## src/hdl/trd_pkg.sv

```systemverilog
package trd_pkg;

    localparam int unsigned DEFAULT_MAX_PIXEL_BYTES = 4;

    localparam int unsigned BPP_W      = 3;
    localparam int unsigned PIXCNT_W   = 32;
    localparam int unsigned BYTE_W     = 8;
    localparam int unsigned PIXEL_W    = 32;
    localparam int unsigned COUNT_W    = 8;
    localparam int unsigned CFG_DATA_W = 32;
    localparam int unsigned CFG_IDX_W  = 2;
    localparam int unsigned PIX_LANES  = PIXEL_W / BYTE_W;

    localparam logic [CFG_IDX_W-1:0] REG_BYTES_PER_PIXEL = 2'd0;
    localparam logic [CFG_IDX_W-1:0] REG_PIXEL_COUNT     = 2'd1;

    localparam logic [BPP_W-1:0]    BPP_RESET    = 3'd4;
    localparam logic [PIXCNT_W-1:0] PIXCNT_RESET = 32'd1;

    localparam logic [BYTE_W-1:0] HDR_RUN_MASK   = 8'h80;
    localparam logic [BYTE_W-1:0] HDR_COUNT_MASK = 8'h7F;

    typedef struct packed {
        logic [BPP_W-1:0]    bytes_per_pixel;
        logic [PIXCNT_W-1:0] pixel_count;
    } t_cfg;

    typedef struct packed {
        logic [PIXEL_W-1:0] pixel_value;
        logic [COUNT_W-1:0] repeat_count;
        logic               image_end;
        logic               overrun;
    } t_result;

endpackage

```

## src/hdl/tga_rle_pixel_decoder.sv

```systemverilog
// Decodes a TGA run-length stream one byte per beat at a sustained rate of one
// byte per cycle unless the output stalls. A byte passes an input register, the
// packet/pixel logic and a result register before its result is presented.
// Header bytes and non-final pixel bytes give no result; each finished
// pixel gives one beat (count 1 for raw packets, packet count for repeat packets),
// and a header asking for more pixels than the image has left gives an overrun
// beat with count 0 that also ends the image. Write bytes_per_pixel (index 0) and
// pixel_count (index 1) only while the block is idle; writing pixel_count starts
// a new image.
module tga_rle_pixel_decoder
    import trd_pkg::*;
#(
    parameter int unsigned MAX_PIXEL_BYTES = DEFAULT_MAX_PIXEL_BYTES
) (
    input  logic                  i_clk,
    input  logic                  i_rst_n,
    input  logic                  i_in_valid,
    output logic                  o_in_stall,
    input  logic [BYTE_W-1:0]     i_data_byte,
    output logic                  o_out_valid,
    input  logic                  i_out_stall,
    output logic [PIXEL_W-1:0]    o_pixel_value,
    output logic [COUNT_W-1:0]    o_repeat_count,
    output logic                  o_image_end,
    output logic                  o_overrun,
    input  logic                  i_cfg_we,
    input  logic [CFG_IDX_W-1:0]  i_cfg_idx,
    input  logic [CFG_DATA_W-1:0] i_cfg_data
);

    logic                r_in_valid;
    logic [BYTE_W-1:0]   r_in_byte;
    logic                r_out_valid;
    t_result             r_out;

    logic                advance;
    logic                in_take;
    t_cfg                cfg;
    logic                reload;
    logic [PIXCNT_W-1:0] reload_count;
    logic                res_valid;
    t_result             res;

    assign advance    = r_in_valid && (!r_out_valid || !i_out_stall);
    assign o_in_stall = r_in_valid && !advance;
    assign in_take    = i_in_valid && !o_in_stall;

    always_ff @(posedge i_clk) begin
        if (!i_rst_n) begin
            r_in_valid <= 1'b0;
        end else if (in_take) begin
            r_in_valid <= 1'b1;
        end else if (advance) begin
            r_in_valid <= 1'b0;
        end
    end

    always_ff @(posedge i_clk) begin
        if (in_take) begin
            r_in_byte <= i_data_byte;
        end
    end

    trd_cfg u_cfg (
        .i_clk          (i_clk),
        .i_rst_n        (i_rst_n),
        .i_cfg_we       (i_cfg_we),
        .i_cfg_idx      (i_cfg_idx),
        .i_cfg_data     (i_cfg_data),
        .o_cfg          (cfg),
        .o_reload       (reload),
        .o_reload_count (reload_count)
    );

    trd_step #(
        .MAX_PIXEL_BYTES (MAX_PIXEL_BYTES)
    ) u_step (
        .i_clk          (i_clk),
        .i_rst_n        (i_rst_n),
        .i_valid        (advance),
        .i_byte         (r_in_byte),
        .i_cfg          (cfg),
        .i_reload       (reload),
        .i_reload_count (reload_count),
        .o_res_valid    (res_valid),
        .o_res          (res)
    );

    always_ff @(posedge i_clk) begin
        if (!i_rst_n) begin
            r_out_valid <= 1'b0;
        end else if (advance && res_valid) begin
            r_out_valid <= 1'b1;
        end else if (!i_out_stall) begin
            r_out_valid <= 1'b0;
        end
    end

    always_ff @(posedge i_clk) begin
        if (advance && res_valid) begin
            r_out <= res;
        end
    end

    assign o_out_valid    = r_out_valid;
    assign o_pixel_value  = r_out.pixel_value;
    assign o_repeat_count = r_out.repeat_count;
    assign o_image_end    = r_out.image_end;
    assign o_overrun      = r_out.overrun;

    a_overrun_ends_image: assert property (@(posedge i_clk) disable iff (!i_rst_n)
        r_out_valid && r_out.overrun |-> r_out.image_end && r_out.repeat_count == '0)
        else $error("overrun beat must end the image with count 0");

    a_pixel_count_nonzero: assert property (@(posedge i_clk) disable iff (!i_rst_n)
        r_out_valid && !r_out.overrun |-> r_out.repeat_count != '0)
        else $error("pixel beat with zero repeat count");

    a_no_loss_on_stall: assert property (@(posedge i_clk) disable iff (!i_rst_n)
        r_in_valid && r_out_valid && i_out_stall |=> r_in_valid)
        else $error("pending byte dropped while output stalled");

endmodule

```

## src/hdl/trd_cfg.sv

```systemverilog
module trd_cfg
    import trd_pkg::*;
(
    input  logic                  i_clk,
    input  logic                  i_rst_n,
    input  logic                  i_cfg_we,
    input  logic [CFG_IDX_W-1:0]  i_cfg_idx,
    input  logic [CFG_DATA_W-1:0] i_cfg_data,
    output t_cfg                  o_cfg,
    output logic                  o_reload,
    output logic [PIXCNT_W-1:0]   o_reload_count
);

    t_cfg r_cfg;
    t_cfg n_cfg;
    logic wr_bpp;
    logic wr_cnt;

    assign wr_bpp = i_cfg_we && (i_cfg_idx == REG_BYTES_PER_PIXEL);
    assign wr_cnt = i_cfg_we && (i_cfg_idx == REG_PIXEL_COUNT);

    always_comb begin
        n_cfg = r_cfg;
        if (wr_bpp) begin
            n_cfg.bytes_per_pixel = i_cfg_data[BPP_W-1:0];
        end
        if (wr_cnt) begin
            n_cfg.pixel_count = i_cfg_data[PIXCNT_W-1:0];
        end
    end

    always_ff @(posedge i_clk) begin
        if (!i_rst_n) begin
            r_cfg.bytes_per_pixel <= BPP_RESET;
            r_cfg.pixel_count     <= PIXCNT_RESET;
        end else begin
            r_cfg <= n_cfg;
        end
    end

    assign o_cfg          = r_cfg;
    // new image size drops any partial packet in the decoder
    assign o_reload       = wr_cnt;
    assign o_reload_count = i_cfg_data[PIXCNT_W-1:0];

endmodule

```

## src/hdl/trd_step.sv

```systemverilog
module trd_step
    import trd_pkg::*;
#(
    parameter int unsigned MAX_PIXEL_BYTES = DEFAULT_MAX_PIXEL_BYTES
) (
    input  logic                i_clk,
    input  logic                i_rst_n,
    input  logic                i_valid,
    input  logic [BYTE_W-1:0]   i_byte,
    input  t_cfg                i_cfg,
    input  logic                i_reload,
    input  logic [PIXCNT_W-1:0] i_reload_count,
    output logic                o_res_valid,
    output t_result             o_res
);

    localparam int unsigned POS_W = $clog2(MAX_PIXEL_BYTES + 1);

    logic                r_in_packet;
    logic                r_is_run;
    logic [COUNT_W-1:0]  r_pkt_left;
    logic [POS_W-1:0]    r_pos;
    logic [PIXEL_W-1:0]  r_gather;
    logic [PIXCNT_W-1:0] r_img_left;

    logic                n_in_packet;
    logic                n_is_run;
    logic [COUNT_W-1:0]  n_pkt_left;
    logic [POS_W-1:0]    n_pos;
    logic [PIXEL_W-1:0]  n_gather;
    logic [PIXCNT_W-1:0] n_img_left;

    logic [POS_W-1:0]    depth;
    logic [COUNT_W-1:0]  hdr_count;
    logic [PIXEL_W-1:0]  gathered;
    logic [POS_W-1:0]    pos_inc;
    logic [COUNT_W-1:0]  cnt;
    logic [COUNT_W-1:0]  pkt_after;
    logic                img_done;

    always_comb begin
        if (i_cfg.bytes_per_pixel == '0) begin
            depth = POS_W'(1);
        end else if (32'(i_cfg.bytes_per_pixel) > MAX_PIXEL_BYTES) begin
            depth = POS_W'(MAX_PIXEL_BYTES);
        end else begin
            depth = POS_W'(i_cfg.bytes_per_pixel);
        end
    end

    assign hdr_count = (i_byte & HDR_COUNT_MASK) + COUNT_W'(1);
    assign pos_inc   = r_pos + POS_W'(1);

    always_comb begin
        for (int k = 0; k < PIX_LANES; k++) begin
            if (32'(r_pos) == k) begin
                gathered[k*BYTE_W +: BYTE_W] = i_byte;
            end else begin
                gathered[k*BYTE_W +: BYTE_W] = r_gather[k*BYTE_W +: BYTE_W];
            end
        end
    end

    assign cnt       = r_is_run ? r_pkt_left : COUNT_W'(1);
    assign pkt_after = (r_is_run || r_pkt_left == '0) ? '0 : r_pkt_left - COUNT_W'(1);
    assign img_done  = r_img_left <= PIXCNT_W'(cnt);

    always_comb begin
        n_in_packet = r_in_packet;
        n_is_run    = r_is_run;
        n_pkt_left  = r_pkt_left;
        n_pos       = r_pos;
        n_gather    = r_gather;
        n_img_left  = r_img_left;
        o_res_valid = 1'b0;
        o_res       = '0;
        if (i_reload) begin
            n_in_packet = 1'b0;
            n_is_run    = 1'b0;
            n_pkt_left  = '0;
            n_pos       = '0;
            n_gather    = '0;
            n_img_left  = i_reload_count;
        end else if (i_valid && !r_in_packet) begin
            if (PIXCNT_W'(hdr_count) > r_img_left) begin
                o_res_valid        = 1'b1;
                o_res.image_end    = 1'b1;
                o_res.overrun      = 1'b1;
                n_is_run           = 1'b0;
                n_pkt_left         = '0;
                n_pos              = '0;
                n_gather           = '0;
                n_img_left         = i_cfg.pixel_count;
            end else begin
                n_in_packet = 1'b1;
                n_is_run    = (i_byte & HDR_RUN_MASK) != '0;
                n_pkt_left  = hdr_count;
                n_pos       = '0;
                n_gather    = '0;
            end
        end else if (i_valid) begin
            if (pos_inc < depth) begin
                n_pos    = pos_inc;
                n_gather = gathered;
            end else begin
                o_res_valid        = 1'b1;
                o_res.pixel_value  = gathered;
                o_res.repeat_count = cnt;
                o_res.image_end    = img_done;
                n_pos              = '0;
                n_gather           = '0;
                n_pkt_left         = pkt_after;
                if (pkt_after == '0 || img_done) begin
                    n_in_packet = 1'b0;
                    n_is_run    = 1'b0;
                    n_pkt_left  = '0;
                end
                if (img_done) begin
                    n_img_left = i_cfg.pixel_count;
                end else begin
                    n_img_left = r_img_left - PIXCNT_W'(cnt);
                end
            end
        end
    end

    always_ff @(posedge i_clk) begin
        if (!i_rst_n) begin
            r_in_packet <= 1'b0;
            r_is_run    <= 1'b0;
            r_pkt_left  <= '0;
            r_pos       <= '0;
            r_gather    <= '0;
            r_img_left  <= PIXCNT_RESET;
        end else begin
            r_in_packet <= n_in_packet;
            r_is_run    <= n_is_run;
            r_pkt_left  <= n_pkt_left;
            r_pos       <= n_pos;
            r_gather    <= n_gather;
            r_img_left  <= n_img_left;
        end
    end

endmodule
```

## config.mk

```make
export PLATFORM = sky130hd
export DESIGN_NAME = tga_rle_pixel_decoder
export DESIGN_NICKNAME = d
export VERILOG_FILES = /design/src/hdl/trd_pkg.sv /design/src/hdl/tga_rle_pixel_decoder.sv /design/src/hdl/trd_cfg.sv /design/src/hdl/trd_step.sv
export SDC_FILE = /design/constraint.sdc
export NUM_CORES = 1
export LEC_CHECK = 0
export ABC_AREA = 0
export BUFFER_PORTS_ARGS = -buffer_cell sky130_fd_sc_hd__buf_4
export CORE_MARGIN = 5
export CORE_UTILIZATION = 55
export DETAILED_ROUTE_END_ITERATION = 12
export PLACE_DENSITY = 0.76
export SETUP_SLACK_MARGIN = 0.4
export SLEW_MARGIN = 0
export SYNTH_ARGS = -nofsm -noshare
export SYNTH_HDL_FRONTEND = slang
export SYNTH_SLANG_ARGS = --single-unit
```

## constraint.sdc

```tcl
create_clock -name i_clk -period 5.4 [get_ports i_clk]
set_input_delay 0.54 -clock i_clk [delete_from_list [all_inputs] [get_ports i_clk]]
set_output_delay 0.54 -clock i_clk [all_outputs]
set_load 0.005 [all_outputs]
```

# ---- Word-level counts from Yosys, hierarchy flattened
# Index checks and enable logic that the tools add are counted.
dict set report op_classes {
  n_lt_le_gt_ge 4
  bitwise 3
  reduce_logical 32
  eq_ne 9
  add_sub_neg 4
  muxes 41
}
# cell n
set op_table {}
lappend op_table {{2-to-1 mux 32 bit} 7}
lappend op_table {{2-to-1 mux 8 bit} 11}
lappend op_table {{> comparator 8 x 32 -> 1 bit} 1}
lappend op_table {{less-or-equal comparator 32 x 8 -> 1 bit} 1}
lappend op_table {{subtractor 32 x 8 -> 32 bit} 1}
lappend op_table {{2-to-1 mux 1 bit} 19}
lappend op_table {{zero test 8 bit} 2}
lappend op_table {{2-to-1 mux 3 bit} 3}
lappend op_table {{adder 7 x 1 -> 8 bit, second input constant} 1}
lappend op_table {{subtractor 8 x 1 -> 8 bit, second input constant} 1}
lappend op_table {{logical AND 1 bit} 7}
lappend op_table {{== test 3 x 2 -> 1 bit, second input constant} 2}
lappend op_table {{zero test 3 bit} 2}
lappend op_table {{AND reduction 3 bit} 2}
lappend op_table {{nonzero test 2 bit} 3}
lappend op_table {{zero test 1 bit} 5}
lappend op_table {{inequality test 2 x 1 -> 1 bit, second input constant} 2}
lappend op_table {{AND reduction 4 bit} 1}
lappend op_table {{OR reduction 2 bit} 2}
lappend op_table {{OR reduction 4 bit} 1}
lappend op_table {{adder 3 x 1 -> 3 bit, second input constant} 1}
lappend op_table {{== test 3 x 1 -> 1 bit, second input constant} 1}
lappend op_table {{> comparator 3 bit, second input constant} 1}
lappend op_table {{logical OR 1 bit} 3}
lappend op_table {{11 further kinds} 13}
dict set report word_totals {
  output_inout_bits 44
  in_bits 47
  reg_bits 164
}

# ---- Depth between registers and ports, before layout
dict set report depth {
  ltp_word 10
  mapped_depth 14
  ltp_nobuf 12
}

# ---- Cells and area by module
# A second synthesis with hierarchy kept.
dict set report hier_totals {
  hier_cells 984
  area_unflattened_um2 8633.3
}
# module seq_area_each_um2 area_per_inst_um2 instances cells_each
set by_module_without_submodules {}
lappend by_module_without_submodules {trd_step 1541.5 5363.9 1 740}
lappend by_module_without_submodules {trd_cfg 700.7 1676.6 1 184}
lappend by_module_without_submodules {tga_rle_pixel_decoder 1541.5 1592.8 1 60}

# ---- Least setup slack after synthesis
# OpenSTA, ideal clock, no wires.
dict set report synth_timing {
  path_type {reg-to-reg}
  start {register r_in_byte[4]}
  end {register u_step.r_img_left[3]}
  path_stages_with_launch 14
  path_slack_ps 2084
  period_less_slack_ps 3316
  setup_ps 132
  arrival_ps 3183
  path_cell_list {edfxtp_1 clkbuf_1 and3_1 and3_1 and3_1 ha_1 and4_1 nand2_1 o2bb2ai_1 a211o_1 nand3_1 clkinv_2 a22oi_1 a21oi_1}
}
dict set report synth_via {
  elab_chain_cells 4
}
# item line_no
set synth_rtl {}
lappend synth_rtl {{start: declaration} tga_rle_pixel_decoder.sv:32} ;# logic [BYTE_W-1:0] r_in_byte;
lappend synth_rtl {{start signal: assignment} tga_rle_pixel_decoder.sv:60} ;# r_in_byte <= i_data_byte;
lappend synth_rtl {{adder 7 x 1 -> 8 bit} trd_step.sv:51} ;# assign hdr_count = (i_byte & HDR_COUNT_MASK) + COUNT_W'(1);
lappend synth_rtl {{> comparator 8 x 32 -> 1 bit} trd_step.sv:85} ;# if (PIXCNT_W'(hdr_count) > r_img_left) begin
lappend synth_rtl {{inequality test 3 bit (no source line)} -}
lappend synth_rtl {{AND reduction 3 bit (no source line)} -}
lappend synth_rtl {{end signal: assignment} trd_step.sv:141} ;# r_img_left <= n_img_left;
lappend synth_rtl {{end: declaration} trd_step.sv:24} ;# logic [PIXCNT_W-1:0] r_img_left;
# No other way between the ends.
# A chain may end at the register's enable or synchronous reset.

# ---- Final worst setup path
dict set report layout_timing {
  start {register r_in_byte[0]}
  end {register u_step.r_img_left[6]}
}
# The elaborated chain is that of the path after synthesis.

==> results.yml <==
status:
  outcome: "completed"
yosys:
  yosysUniqueCellTypes: 79
  synth.top_cells.by_count: "224 x nand2_1, 119 x a21oi_1, 114 x dfxtp_1, 50 x edfxtp_1, 39 x clkbuf_1"
  synth_area_per_cell_um2: 8.76
  yosysSeqAreaShare: 0.464
  synth_nets: 1004
  synth_top_area_frac: 0.280
  netlist_area_um2: 8160
  ys_ff_latch: 164
  synth.most_common_cell: "nand2_1"
  async_flop_share: 0
  synthFlopType: "dfxtp_1"
  netlist_instances: 931
  synth_edf_count: 50
  yosys_warnings: 0
  yosys-top-cells-area: "dfxtp_1 28%, edfxtp_1 18%, nand2_1 10%"
  yosys.area.top_type: "dfxtp_1"
final_layout:
  nets: 1067
  syn2layout_area_growth_pct: 16.1
  layout-drive-gt1-share: 0.155
  stdcell_count: 1191
  diodes: 0
worst_setup_path:
  worstPathRequired_ps: 5690
  start_kind: "flop"
  worstPathArrival_ps: 4240
  worstPathMaxFanout: 51
  r2r_cells: 11
  worstSetupPathType: "flop to flop"
  cp-end-kind: "flop"
clock_tree:
  cts.repair.resized: 0
  cts_tree: "yes"
  clk_path_buf_depth: 2
  clock_latency_ps: 440
  cts_sinks: 164
  htreeDepth: 4
  clockRootBuffer: "clkbuf_16"
  cts_made_buffers: 17
  ctsHoldBuffers: 0
  clkTransAtPathRegs_ps: 70
  postCtsSetupRepairBufs: 0
drt:
  ant_nets: 0
  routed_wl_um: 20600
  drc: 0
  dr.pass1.iters: 7
  via_count: 7039
  drt-initial-drc-count: 745
  routedWlPerCell_um: 17.3
  via_per_inst: 5.91
timing:
  timing.final.hold_violations: 0
  worst_hold_slack_ps: 275
  fin_crit_sh: 0.730
  rsz0062_at_grt: "no"
  tightest_slew_ps: 826
  setup_viol: 0
  period_needed_ps: 3940
  max-slew-margin-rel: 0.449
  timing.fmax_mhz: 254
  finalSetupTns_ps: 0
  clock_skew_ps: 15.0
  slew_violations: 0
min_path:
  min_path_cells: 1
  hp-class: "input port to flop"
floorplan:
  die-area_um2: 17400
  num_rows: 44
  start_util: 0.561
  die_y_um: 132
  core_area_um2: 14500
  top_level_ports: 91
  die_w_um: 132
global_routing:
  grt_pass1_vias: 6520
  grt_use_total: 0.234
  grt_max_degree: 55
  overflow: 0
  antenna_found_initial: 0
  grt_pass1_wl_um: 33800
placement:
  dp_cells: 1159
  gp_congestion: 0.955
  dp_hpwl_um: 14100
  portBuffers: 90
pwr:
  p_leak_nw: 3.47
  finalPower_w: 0.00328
  p_per_area_nw_per_um2: 346
  ir_drop_v: 0.000255
job:
  cap_violations: 0
-- metal layers --
metal	wire length, um	track usage
met2	9050	0.342
met3	1350	0.0439
met4	281	0.0646
met1	9890	0.356
met5	0	0
-- sequential cells by signal (all words and copies together) (netlist names) --
signal and flops:
o_image_end 1, o_overrun 1, u_step.r_pos 3, r_in_byte 8
o_repeat_count 8, o_out_valid 1, u_cfg.o_cfg 35, o_pixel_value 32
u_step.r_in_packet 1, u_step.r_is_run 1, u_step.r_gather 32, r_in_valid 1
u_step.r_img_left 32, u_step.r_pkt_left 8
-- through the flow --
| step | area (um2) | utilization | setup WS (ps) |
|---|---|---|---|
| floorplan | 8160 | - | 2080 |
| CTS | 9470 | 0.651 | 1420 |
| detailed placement | 8900 | 0.613 | 1450 |
| global placement | 8900 | 0.613 | 1620 |
| global route | 9470 | 0.651 | 1130 |
| finish | 9470 | 0.651 | 1460 |
-- worst max-delay path, cell delays in order, from the launching register on --
cell       delay (ps)
edfxtp_1          640
ha_1              290
xor2_1            210
ha_1              280
and4b_1           210
a211oi_1          230
o2bb2ai_1         150
a211o_1           390
nand3_1           190
clkinv_2          660
a22oi_1           430
a21oi_1           110
-- final cells by class --
| cell class | count | area [um2] |
|---|---|---|
| Multi-Input combinational cell | 691 | 4060 |
| Sequential cell | 164 | 3780 |
| Timing Repair Buffer | 100 | 751 |
| Fill cell | 1259 | 5070 |
| Tap cell | 184 | 230 |
| Clock inverter | 14 | 113 |
| Inverter | 20 | 76.3 |
| Clock buffer | 18 | 450 |
-- placed cells by master, fill, tap and decap left out, types with 12 or more instances in the layout --
cell type and count:
a21oi_1 119, nor2_1 37, clkbuf_16 18, nand3_1 17, inv_1 18, xnor2_1 18, dfxtp_1 114, edfxtp_1 50
xor2_1 14, ha_1 25, o21ai_1 15, o21ai_0 23, a21o_1 12, nand2_1 224, buf_4 100, a31oi_1 17
-- final timing paths --
kind / start / slack, ps / endpoint
worst max-delay path: r_in_byte[0]$_DFFE_PP_ / 1460 / u_step.r_img_left[6]$_SDFFE_PN0P_
worst min-delay path: i_data_byte[7] / 270 / r_in_byte[7]$_DFFE_PP_
worst max register to register: r_in_byte[0]$_DFFE_PP_ / 1460 / u_step.r_img_left[6]$_SDFFE_PN0P_
worst min register to register: u_cfg.o_cfg[28]$_SDFFE_PN0P_ / 450 / u_cfg.o_cfg[28]$_SDFFE_PN0P_
-- where the power goes --
group	switching [W]	internal (W)
Clock	0.000532	0.000627
Sequential	0.0000731	0.00134
Combinational	0.000414	0.000298
-- kinds of logic (layout without fill, tap and decap cells) --
kind of cell    Yosys count  count (layout)  synth area share
fa+ha+maj                26              26            0.0408
buf+inv                  76             152            0.0394
simple gates            355             355             0.199
compound gates          264             264             0.205
mux                      14              14            0.0176
flops                   164             164             0.464
xor+xnor                 32              32            0.0344
Power figures use the tool's default switching activity.
